[config.mk]
export PLATFORM = sky130hd
export DESIGN_NAME = mutex_lock_manager_fifo_handoff
export DESIGN_NICKNAME = d
export VERILOG_FILES = /design/src/design/mlm_pkg.sv /design/src/design/mlm_front.sv /design/src/design/mlm_back.sv /design/src/design/mutex_lock_manager_fifo_handoff.sv
export SDC_FILE = /design/constraint.sdc
export NUM_CORES = 1
export LEC_CHECK = 0
export BUFFER_PORTS_ARGS = -buffer_cell sky130_fd_sc_hd__buf_2
export CAP_MARGIN = 20
export CORE_MARGIN = 2
export CORE_UTILIZATION = 38
export DETAILED_ROUTE_END_ITERATION = 16
export PLACE_DENSITY_LB_ADDON = 0.1
export SLEW_MARGIN = 5
export SYNTH_ARGS = -nofsm -noshare
export SYNTH_HDL_FRONTEND = slang
export SYNTH_SLANG_ARGS = --single-unit
[constraint.sdc]
create_clock -name clk -period 5.66 [get_ports clk]
set_input_delay 0.283 -clock clk [delete_from_list [all_inputs] [get_ports clk]]
set_output_delay 0.283 -clock clk [all_outputs]
set_load 0.02 [all_outputs]
[src/design/mlm_pkg.sv]
`timescale 1ns / 1ps
// ----------------------------------------------------------------------------
// mlm_pkg: shared types and codes for the mutex lock manager
// Action and status codes, default sizes and the front-to-back queue entry.
// ----------------------------------------------------------------------------
package mlm_pkg;

    localparam int NumLocksDef   = 16;
    localparam int NumThreadsDef = 64;
    localparam int ActW          = 2;
    localparam int LockW         = 4;
    localparam int IdW           = 6;
    localparam int StatusW       = 3;

    localparam logic [ActW-1:0] ACT_LOCK   = 2'd0;
    localparam logic [ActW-1:0] ACT_TRY    = 2'd1;
    localparam logic [ActW-1:0] ACT_UNLOCK = 2'd2;

    localparam logic [StatusW-1:0] ST_GRANTED   = 3'd0;
    localparam logic [StatusW-1:0] ST_QUEUED    = 3'd1;
    localparam logic [StatusW-1:0] ST_BUSY      = 3'd2;
    localparam logic [StatusW-1:0] ST_RELEASED  = 3'd3;
    localparam logic [StatusW-1:0] ST_HANDOFF   = 3'd4;
    localparam logic [StatusW-1:0] ST_BADUNLOCK = 3'd5;
    localparam logic [StatusW-1:0] ST_REJECTED  = 3'd6;

    // Request word as it travels from front to back
    typedef struct packed {
        logic [ActW-1:0]  action;
        logic [LockW-1:0] lock_index;
        logic [IdW-1:0]   requester_id;
    } req_t;

endpackage

[src/design/mlm_front.sv]
`timescale 1ns / 1ps
// ----------------------------------------------------------------------------
// mlm_front: request intake and filter
// Drop malformed words and push the rest into a two-entry queue.
// ----------------------------------------------------------------------------
module mlm_front
    import mlm_pkg::*;
#(
    parameter int NUM_LOCKS   = NumLocksDef,
    parameter int NUM_THREADS = NumThreadsDef
) (
    input  logic             clk,
    input  logic             rst_n,
    input  logic             in_valid,
    output logic             in_ready,
    input  logic [ActW-1:0]  action,
    input  logic [LockW-1:0] lock_index,
    input  logic [IdW-1:0]   requester_id,
    output logic             q_valid,
    input  logic             q_ready,
    output req_t             q_word
);

    req_t       buf_reg [2];
    logic       rd_ptr_reg, rd_ptr_next;
    logic       wr_ptr_reg, wr_ptr_next;
    logic [1:0] cnt_reg, cnt_next;
    logic       good;
    logic       push, pop;

    assign good = (action <= ACT_UNLOCK)
               && ({1'b0, lock_index} < (LockW+1)'(NUM_LOCKS))
               && ({4'd0, requester_id} < (IdW+4)'(NUM_THREADS));
    assign in_ready = (cnt_reg != 2'd2);
    assign q_valid  = (cnt_reg != 2'd0);
    assign q_word   = buf_reg[rd_ptr_reg];
    assign push     = in_valid && in_ready && good;
    assign pop      = q_valid && q_ready;

    always_comb
    begin
        wr_ptr_next = push ? ~wr_ptr_reg : wr_ptr_reg;
        rd_ptr_next = pop ? ~rd_ptr_reg : rd_ptr_reg;
        cnt_next    = cnt_reg + {1'b0, push} - {1'b0, pop};
    end

    always_ff @(posedge clk or negedge rst_n)
    begin
        if (!rst_n)
        begin
            rd_ptr_reg <= 1'b0;
            wr_ptr_reg <= 1'b0;
            cnt_reg    <= 2'd0;
        end
        else
        begin
            rd_ptr_reg <= rd_ptr_next;
            wr_ptr_reg <= wr_ptr_next;
            cnt_reg    <= cnt_next;
        end
    end

    always_ff @(posedge clk)
    begin
        if (push)
        begin
            buf_reg[wr_ptr_reg] <= '{action: action, lock_index: lock_index,
                                     requester_id: requester_id};
        end
    end

endmodule

[src/design/mlm_back.sv]
`timescale 1ns / 1ps
// ----------------------------------------------------------------------------
// mlm_back: lock table engine
// Read the lock and thread state, decide, write back and present the result.
// ----------------------------------------------------------------------------
module mlm_back
    import mlm_pkg::*;
#(
    parameter int NUM_LOCKS   = NumLocksDef,
    parameter int NUM_THREADS = NumThreadsDef
) (
    input  logic               clk,
    input  logic               rst_n,
    input  logic               q_valid,
    output logic               q_ready,
    input  req_t               q_word,
    output logic               out_valid,
    input  logic               out_ready,
    output logic [StatusW-1:0] status,
    output logic               woken_valid,
    output logic [IdW-1:0]     woken_id,
    output logic               contended
);

    localparam int LW = (NUM_LOCKS > 1) ? $clog2(NUM_LOCKS) : 1;
    localparam int TW = (NUM_THREADS > 1) ? $clog2(NUM_THREADS) : 1;

    typedef enum logic [0:0] {S_IDLE, S_EXEC} state_t;

    state_t state_reg;

    // Per-lock state in flops (at most 16 entries, valid-style reset)
    logic [IdW-1:0] owner_reg   [NUM_LOCKS];
    logic [IdW-1:0] head_reg    [NUM_LOCKS];
    logic [IdW-1:0] tail_reg    [NUM_LOCKS];
    logic [NUM_LOCKS-1:0]   held_reg, cont_reg, nonempty_reg;
    logic [NUM_THREADS-1:0] waiting_reg;
    // Successor links: memory, undefined until written
    logic [IdW-1:0] wait_next_mem [NUM_THREADS];
    logic [IdW-1:0] next_rd_reg;

    req_t            req_reg;
    logic [LW-1:0]   li;
    logic [TW-1:0]   tid;
    logic [IdW-1:0]  head_cur;
    logic [TW-1:0]   head_idx;

    logic [StatusW-1:0] st;
    logic               do_grant, do_queue, do_release, do_handoff;

    assign li       = req_reg.lock_index[LW-1:0];
    assign tid      = req_reg.requester_id[TW-1:0];
    assign head_cur = head_reg[li];
    assign head_idx = head_cur[TW-1:0];
    // Take the next word while idle, once the result register is empty or being drained
    assign q_ready  = (state_reg == S_IDLE) && (!out_valid || out_ready);

    always_comb
    begin
        do_grant   = 1'b0;
        do_queue   = 1'b0;
        do_release = 1'b0;
        do_handoff = 1'b0;
        if (waiting_reg[tid])
        begin
            st = ST_REJECTED;
        end
        else if (req_reg.action != ACT_UNLOCK)
        begin
            if (!held_reg[li])
            begin
                st = ST_GRANTED;
                do_grant = 1'b1;
            end
            else if (req_reg.action == ACT_TRY)
            begin
                st = ST_BUSY;
            end
            else
            begin
                st = ST_QUEUED;
                do_queue = 1'b1;
            end
        end
        else if (!held_reg[li] || owner_reg[li] != req_reg.requester_id)
        begin
            st = ST_BADUNLOCK;
        end
        else if (!nonempty_reg[li])
        begin
            st = ST_RELEASED;
            do_release = 1'b1;
        end
        else
        begin
            st = ST_HANDOFF;
            do_handoff = 1'b1;
        end
    end

    // Read the head's successor when the word is accepted
    always_ff @(posedge clk)
    begin
        if (q_valid && q_ready)
        begin
            next_rd_reg <= wait_next_mem[head_reg[q_word.lock_index[LW-1:0]][TW-1:0]];
        end
        if (state_reg == S_EXEC && do_queue && nonempty_reg[li])
        begin
            wait_next_mem[tail_reg[li][TW-1:0]] <= req_reg.requester_id;
        end
    end

    always_ff @(posedge clk)
    begin
        if (q_valid && q_ready)
        begin
            req_reg <= q_word;
        end
        if (state_reg == S_EXEC)
        begin
            if (do_grant)
            begin
                owner_reg[li] <= req_reg.requester_id;
            end
            if (do_queue)
            begin
                tail_reg[li] <= req_reg.requester_id;
                if (!nonempty_reg[li])
                begin
                    head_reg[li] <= req_reg.requester_id;
                end
            end
            if (do_release)
            begin
                owner_reg[li] <= '0;
            end
            if (do_handoff)
            begin
                owner_reg[li] <= head_cur;
                if (head_cur != tail_reg[li])
                begin
                    head_reg[li] <= next_rd_reg;
                end
            end
        end
    end

    always_ff @(posedge clk or negedge rst_n)
    begin
        if (!rst_n)
        begin
            state_reg    <= S_IDLE;
            held_reg     <= '0;
            cont_reg     <= '0;
            nonempty_reg <= '0;
            waiting_reg  <= '0;
            out_valid    <= 1'b0;
            status       <= ST_GRANTED;
            woken_valid  <= 1'b0;
            woken_id     <= '0;
            contended    <= 1'b0;
        end
        else
        begin
            if (out_valid && out_ready)
            begin
                out_valid <= 1'b0;
            end
            unique case (state_reg)
                S_IDLE:
                begin
                    if (q_valid && q_ready)
                    begin
                        state_reg <= S_EXEC;
                    end
                end
                S_EXEC:
                begin
                    state_reg   <= S_IDLE;
                    out_valid   <= 1'b1;
                    status      <= st;
                    woken_valid <= do_handoff;
                    woken_id    <= do_handoff ? head_cur : '0;
                    contended   <= do_queue || do_handoff
                                || (cont_reg[li] && !do_grant && !do_release);
                    if (do_grant || do_release)
                    begin
                        cont_reg[li] <= 1'b0;
                        held_reg[li] <= do_grant;
                    end
                    if (do_queue)
                    begin
                        cont_reg[li]     <= 1'b1;
                        nonempty_reg[li] <= 1'b1;
                        waiting_reg[tid] <= 1'b1;
                    end
                    if (do_handoff)
                    begin
                        cont_reg[li] <= 1'b1;
                        waiting_reg[head_idx] <= 1'b0;
                        if (head_cur == tail_reg[li])
                        begin
                            nonempty_reg[li] <= 1'b0;
                        end
                    end
                end
                default:
                begin
                    state_reg <= S_IDLE;
                end
            endcase
        end
    end

endmodule

[src/design/mutex_lock_manager_fifo_handoff.sv]
`timescale 1ns / 1ps
// ----------------------------------------------------------------------------
// mutex_lock_manager_fifo_handoff: mutex bank with FIFO waiter handoff
// Path: front queue, then request register, then decide, write back the
// lock tables and register the result. A new request is taken only once the
// last is written back; a result that is not taken holds the engine until it is.
// Reset: all mutexes free, all waiter queues empty, no thread waiting.
// ----------------------------------------------------------------------------
module mutex_lock_manager_fifo_handoff
    import mlm_pkg::*;
#(
    parameter int NUM_LOCKS   = NumLocksDef,
    parameter int NUM_THREADS = NumThreadsDef
) (
    input  logic               clk,
    input  logic               rst_n,
    input  logic               in_valid,
    output logic               in_ready,
    input  logic [ActW-1:0]    action,
    input  logic [LockW-1:0]   lock_index,
    input  logic [IdW-1:0]     requester_id,
    output logic               out_valid,
    input  logic               out_ready,
    output logic [StatusW-1:0] status,
    output logic               woken_valid,
    output logic [IdW-1:0]     woken_id,
    output logic               contended
);

    logic q_valid, q_ready;
    req_t q_word;

    mlm_front #(.NUM_LOCKS(NUM_LOCKS), .NUM_THREADS(NUM_THREADS)) u_front (
        .clk(clk), .rst_n(rst_n),
        .in_valid(in_valid), .in_ready(in_ready),
        .action(action), .lock_index(lock_index), .requester_id(requester_id),
        .q_valid(q_valid), .q_ready(q_ready), .q_word(q_word)
    );

    mlm_back #(.NUM_LOCKS(NUM_LOCKS), .NUM_THREADS(NUM_THREADS)) u_back (
        .clk(clk), .rst_n(rst_n),
        .q_valid(q_valid), .q_ready(q_ready), .q_word(q_word),
        .out_valid(out_valid), .out_ready(out_ready),
        .status(status), .woken_valid(woken_valid), .woken_id(woken_id),
        .contended(contended)
    );

endmodule
==> After elaboration in Yosys (flattened, before gate mapping) <==
Memory sizes are Yosys's and may differ from the RTL's. A register that Yosys moved wholly into a read port is not among the register bits.
Index checks and enable logic that the tools add are counted.
{ "totals": {"register_bits": 141, "latchBits": 0, "mem_bits_rw": 696, "mem_bits_ro": 0, "inputBits": 16, "output_inout_bits": 13, "elab_cells": 157, "mem_count": 5} }
{ "classes": {"n_addsub": 2, "mul": 0, "div_mod_pow": 0, "magnitude_cmp": 7, "n_eq_ne": 6, "n_shift": 0, "muxes": 82, "n_bitwise": 15, "n_reduce_logical": 24} }
{ "mem_list": {"columns": ["memory", "words", "word_bits", "rd", "rd_clocked_by_memory_dff", "wr", "line", "source"], "rows": [
  ["u_back.wait_next_mem", 64, 6, 1, 1, 1, "mlm_back.sv:39", "logic [IdW-1:0] wait_next_mem [NUM_THREADS];"],
  ["u_back.head_reg", 16, 6, 2, 1, 1, "mlm_back.sv:34", "logic [IdW-1:0] head_reg [NUM_LOCKS];"],
  ["u_back.owner_reg", 16, 6, 1, 1, 1, "mlm_back.sv:33", "logic [IdW-1:0] owner_reg [NUM_LOCKS];"],
  ["u_back.tail_reg", 16, 6, 1, 1, 1, "mlm_back.sv:35", "logic [IdW-1:0] tail_reg [NUM_LOCKS];"],
  ["u_front.buf_reg", 2, 12, 1, 0, 1, "mlm_front.sv:24", "req_t buf_reg [2];"]
]} }
{ "op_table": {"columns": ["cell", "n"], "rows": [
  ["$mux 64", 3],
  ["$mux 16", 9],
  ["$and 64x64->64", 1],
  ["$not 64->64", 1],
  ["$or 64x64->64", 1],
  ["$mux 1", 48],
  ["$or 16x16->16", 3],
  ["$and 16x16->16", 2],
  ["$mux 6", 4],
  ["$bwmux 16", 1],
  ["$not 16->16", 1],
  ["$mux 3", 5],
  ["$lt 6x7->1 const B", 2],
  ["$bmux 1 s4", 3],
  ["$demux 1 s6", 2],
  ["$ge 6x1->1 const B", 2],
  ["$logic_and 1x1->1", 12],
  ["$mux 4", 3],
  ["$ne 6x6->1", 2],
  ["$bmux 1 s6", 1],
  ["$eq 6x6->1", 1],
  ["$logic_or 1x1->1", 5],
  ["$lt 4x5->1 const B", 1],
  ["$demux 1 s4", 1],
  ["13 further kinds", 22]
]} }

==> Depth between registers and ports, before layout <==
{ "logic_depth": {"ltp_word": 15, "ltp_mapped": 14, "depth_no_buf": 10} }

==> Cells and area by module <==
Synthesis repeated with hierarchy kept, for this count alone.
{ "hier_totals": {"hier_cells": 2575, "hier_area_um2": 36149.7} }
{ "modules_own_cells": {"columns": ["mod", "n_inst", "cells_each", "area_per_inst_um2", "seq_area_each_um2"], "rows": [
  ["mlm_back", 1, 2514, 35037.4, 23927.9],
  ["mlm_front", 1, 61, 1112.3, 820.8]
]} }

==> Worst setup path before layout <==
No wires, ideal clock.
{ "synth_timing": {"kind": "reg-to-reg", "start": "reg u_back.req_reg (netlist bit u_back.tid[1])", "end": "mem u_back.head_reg[0][0] (enable)", "setup_time_ns": 0.386, "arrival_ns": 4.932, "t_required_ns": 5.274, "slack_ns": 0.342, "path_stages_with_launch": 11, "n_path_buf": 2, "period_less_slack_ns": 5.318, "cell_sequence": "edfxtp_1 -> buf_2 -> mux4_2 -> mux2_2 -> a22o_1 -> a2111o_1 -> or4_1 -> buf_6 -> nor4_2 -> a31oi_4 -> nor4_1"} }
{ "synth_between": {"elab_chain_len": 9, "elab_cells_between_ends": 15, "cone_classes": "eq/ne: 1; mux: 12; bitwise: 1; reduce/logical: 1"} }
{ "synth_lines": {"columns": ["item", "line", "source"], "rows": [
  ["start: declaration", "mlm_back.sv:42", "req_t req_reg;"],
  ["start signal: assignment", "mlm_back.sv:118", "req_reg <= q_word;"],
  ["parallel branches: the longest is 8 deep, another holds $bmux 1 s6", null, null],
  ["$or 1x1->1 (no line) (*)", null, null],
  ["end: declaration", "mlm_back.sv:34", null]
]} }
Every way passes the cells marked *. The select of a mux whose other input is x is not followed.

==> Worst setup path in the final report <==
{ "layout_timing": {"start": "reg u_back.req_reg (netlist bit u_back.tid[1])", "end": "mem u_back.wait_next_mem[14][3] (enable)"} }
{ "layout_between": {"elab_chain_len": 7} }
{ "layout_lines": {"columns": ["item", "line", "source"], "rows": [
  ["$bmux 1 s6", "mlm_back.sv:64", "if (waiting_reg[tid])"],
  ["$mux 1 (not written as such)", "mlm_back.sv:64", null],
  ["$mux 1", "mlm_back.sv:64", null],
  ["$logic_and 1x1->1 (2 in series)", "mlm_back.sv:108", "if (state_reg == S_EXEC && do_queue && nonempty_reg[li])"],
  ["$mux 1", "mlm_back.sv:108", null],
  ["$mux 1 (not written as such)", "mlm_back.sv:110", "wait_next_mem[tail_reg[li][TW-1:0]] <= req_reg.requester_id;"],
  ["end: declaration", "mlm_back.sv:39", null]
]} }
Every way passes these cells. The select of a mux whose other input is x is not followed.

==> results_dict.tcl <==
set metrics [dict create \
    cts.clk_slew.worst_paths_ns 0.06 \
    critical_path.startpoint "u_back.tid[1]" \
    yosysWarnings 0 \
    relSlewSlack_pct 28.0 \
    post-layout-total-power_mw 24.9 \
    post_synth_most_frequent_cells "edfxtp_1, nand2_1, nor2_1" \
    die-height_um 312 \
    report.final.setup_viol 0 \
    synth_ff_type "edfxtp_1" \
    die-area_um2 97100 \
    internal_power_of_the_cells_mw 15.1 \
    netlist.area_leader.share_pct 59.6 \
    timing_hold_violations_final 0 \
    top_level_ports 29 \
    worst_hold_slack_ns 0.220 \
    post_synthesis_share_of_cell_area_spent_on_full_adders_half_adders_and_majority_gates_pct 0.0974 \
    worst_min_path_class "input port to asynchronous set/reset pin" \
    largest_reg_flops 384 \
    dr.pass1.iters 6 \
    dr.first_iter.drc_count 1796 \
    synth-edff-count 714 \
    path_class "flop to flop" \
    syn_nets 2500 \
    setup-tns-final_ns 0 \
    distinct_cell_type_count_of_the_synthesized_netlist 76 \
    worstMarginPinSlew_ns 1.08 \
    share_of_flip_flops_with_an_asynchronous_set_or_reset_pct 15.2 \
    clkLatencyLatePin_ns 0.69 \
    final_nets 2591 \
    syn_to_final_growth_pct 15.1 \
    cp.required_ns 5.96 \
    max_freq_mhz 190 \
    postRouteAntennaNets 0 \
    fraction_of_final_layout_cells_sized_beyond_drive_strength_1_pct 16.7 \
    power.density_nw_per_um2 603 \
    power_switching_mw 9.80 \
    proportion_of_synthesized_area_in_mux_cells_pct 11.7 \
    cp.buffers_inverters 2 \
    floorplan.core_area_um2 93600 \
    postSynthRegisterBits 847 \
    timing.final.crit_period_ns 5.25 \
    clock_power_share_pct 26.3 \
    grt_setup_unrepaired "false" \
    xor_xnor_portion_of_the_synthesized_cell_area_pct 0.536 \
    grt_usage_pct 21.0 \
    reg2reg_slack_ns 0.41 \
    clock_tree.root_cell "clkbuf_16" \
    dominant_combinational_cell_family_by_area_after_synthesis "multiplexers" \
    post_cts.repair.setup_buffers 0 \
    critical_path.endpoint_type "flop" \
    reg2reg_to "u_back.wait_next_mem[14][3]" \
    number_of_buffers_between_clock_root_and_the_deepest_sink 3 \
    run_status "complete, no violations" \
    wl_met1_um 43400 \
    drt-wirelength-per-cell_um 26.1 \
    post_cts.resized_instances 0 \
    port-buffer-count 28 \
    timing.final.crit_share_pct 92.8 \
    tritoncts_clock_tree "done" \
    viasPerCell 5.51 \
    syn-cell-area_um2 36000 \
    max_stage_delay_ns 0.68 \
    slowest_stage "edfxtp_1" \
    p_leak_nw 14.5 \
    final.setup_skew_ns 0.0297 \
    cp-start-kind "flop" \
    initial_utilization_pct 38.4 \
    cts_num_sinks 847 \
    grt_first_pass_wirelength_um 150000 \
    timing.critical_path.fanout_max 35 \
    rows 112 \
    synth.top_cells.by_area "edfxtp_1, dfrtp_1, mux4_2" \
    first_global_vias 21900 \
    post-route-util_pct 44.2 \
    numCtsBuffers 95 \
    placed_area_um2 37900 \
    synthesized_instance_count 2482 \
    top_signal_layer_used "met4" \
    grt_start_max_net_pins 83 \
    pwr-share-comb_pct 39.1 \
    peakVddDrop_mv 0.460 \
    syn-mean-instance-area_um2 14.5 \
    antenna_found_initial 1 \
    ctsHoldBuffers 15 \
    drcViolationCount 0 \
    cp_cell_sequence "buf_4 > mux2_2 > a221oi_1 > a21oi_1 > o21a_1 > or4_1 > or3_1 > buf_4 > nor3_4 > nand2_1 > nor2_1" \
    path_common_cell "buf_4" \
    seqPwrFrac_pct 34.7 \
    yosysSeqAreaShare_pct 68.8 \
    grt.overflow.total 0 \
    die_x_um 312 \
    post-synth-top-count-cell "edfxtp_1" \
    critical_path_arrival_ns 5.55 \
    launching_point_of_the_worst_reg2reg_path "u_back.tid[1]" \
    finalWirelength_um 102000 \
    dp_hpwl_um 65600 \
    r2r.worst_path.cells 11 \
    wl_met2_um 49600 \
    vias 21500 \
    switching_portion_of_total_power_pct 39.3 \
    post_synth_and_or_nand_nor_area_fraction_pct 10.3 \
    met3RoutedLength_um 5080 \
    maxCapViolations 0 \
    share_of_the_synthesized_area_in_compound_gates_ao_oa_aoi_oai_pct 6.40 \
    cpLargestDelayFamily "simple AND/OR/NAND/NOR gates" \
    final_design_area_no_fill_um2 41400 \
    htree_levels 3 \
    synth_largest_area_cell "edfxtp_1" \
    drv_slew 0 \
    place.gp.congestion 0.865 \
]
power groups by stage:
| stage | sequential [mW] | clock (mW) | combinational (mW) |
|---|---|---|---|
| 3_5_place_dp | 8.77 | 0 | 9.82 |
| 3_3_place_gp | 8.78 | 0 | 9.79 |
| 6_report | 8.65 | 6.55 | 9.74 |
| 5_1_grt | 8.73 | 6.91 | 10.5 |
| 2_1_floorplan | 8.65 | 0 | 6.08 |
| 4_1_cts | 8.66 | 6.68 | 9.85 |
worst max-delay path by stage:
| stage | endpoint | depth (start not counted) | slack, ns |
|---|---|---|---|
| 2_1_floorplan | u_back.head_reg[0][0] | 10 | 0.34 |
| 3_3_place_gp | u_back.wait_next_mem[10][2] | 11 | 0.46 |
| 3_5_place_dp | u_back.wait_next_mem[10][0] | 11 | 0.41 |
| 4_1_cts | u_back.wait_next_mem[14][3] | 10 | 0.38 |
| 5_1_grt | u_back.wait_next_mem[14][3] | 11 | 0.15 |
| 6_report | u_back.wait_next_mem[14][3] | 11 | 0.41 |
cell families after synthesis:
kind of cell    after synthesis
mux                         277
flops                       847
buf+inv                     173
fa+ha+maj                     3
compound gates              357
simple gates                803
xor+xnor                     22
stage by stage:
| step | setup slack (ns) | instances |
|---|---|---|
| floorplan | 0.342 | 2482 |
| global placement | 0.462 | 3713 |
| detailed placement | 0.405 | 3714 |
| CTS | 0.385 | 3907 |
| global route | 0.152 | 3908 |
| finish | 0.406 | 3909 |
layer usage:
metal / GRT usage [%] / vias to the layer above
met4: 8.49 / 0
met5: 0 / -
met2: 34.5 / 680
li1: - / 9690
met1: 28.1 / 11000
met3: 3.26 / 184
cell type report:
class	instances	area, µm²
clock buffer	117	2540
sequential	847	24800
clock inverter	61	805
fill	8503	52200
inverter	27	101
timing repair buffer	140	1100
tap	1254	1570
antenna	1	2.50
multi-input combinational	1462	10500
cells in the final DEF (no fill, tap or decap), drive strengths merged, types with 7 or more instances in the layout:
cell         Yosys  routed
dfrtp          129     129
nor2b           10      10
buf             68     125
nand2b          19      19
a2bb2oi         18      18
nor3            32      32
edfxtp         714     714
a22o            29      29
dlygate4sd3      0      15
inv             26      32
clkbuf          78     117
mux2i          138     138
o211ai          18      18
o21ai           50      50
nand3          127     127
or2             11      11
nor3b            7       7
xor2            10      10
a21oi          141     141
bufinv           0      16
a211oi          12      12
mux4           112     112
clkinv           1      35
nand4           16      16
a311oi          22      22
nor2           156     156
and3            15      15
a31oi           22      22
mux2            27      27
xnor2           12      12
nor4            10      10
nand2          374     374
Power figures use the tool's default switching activity.
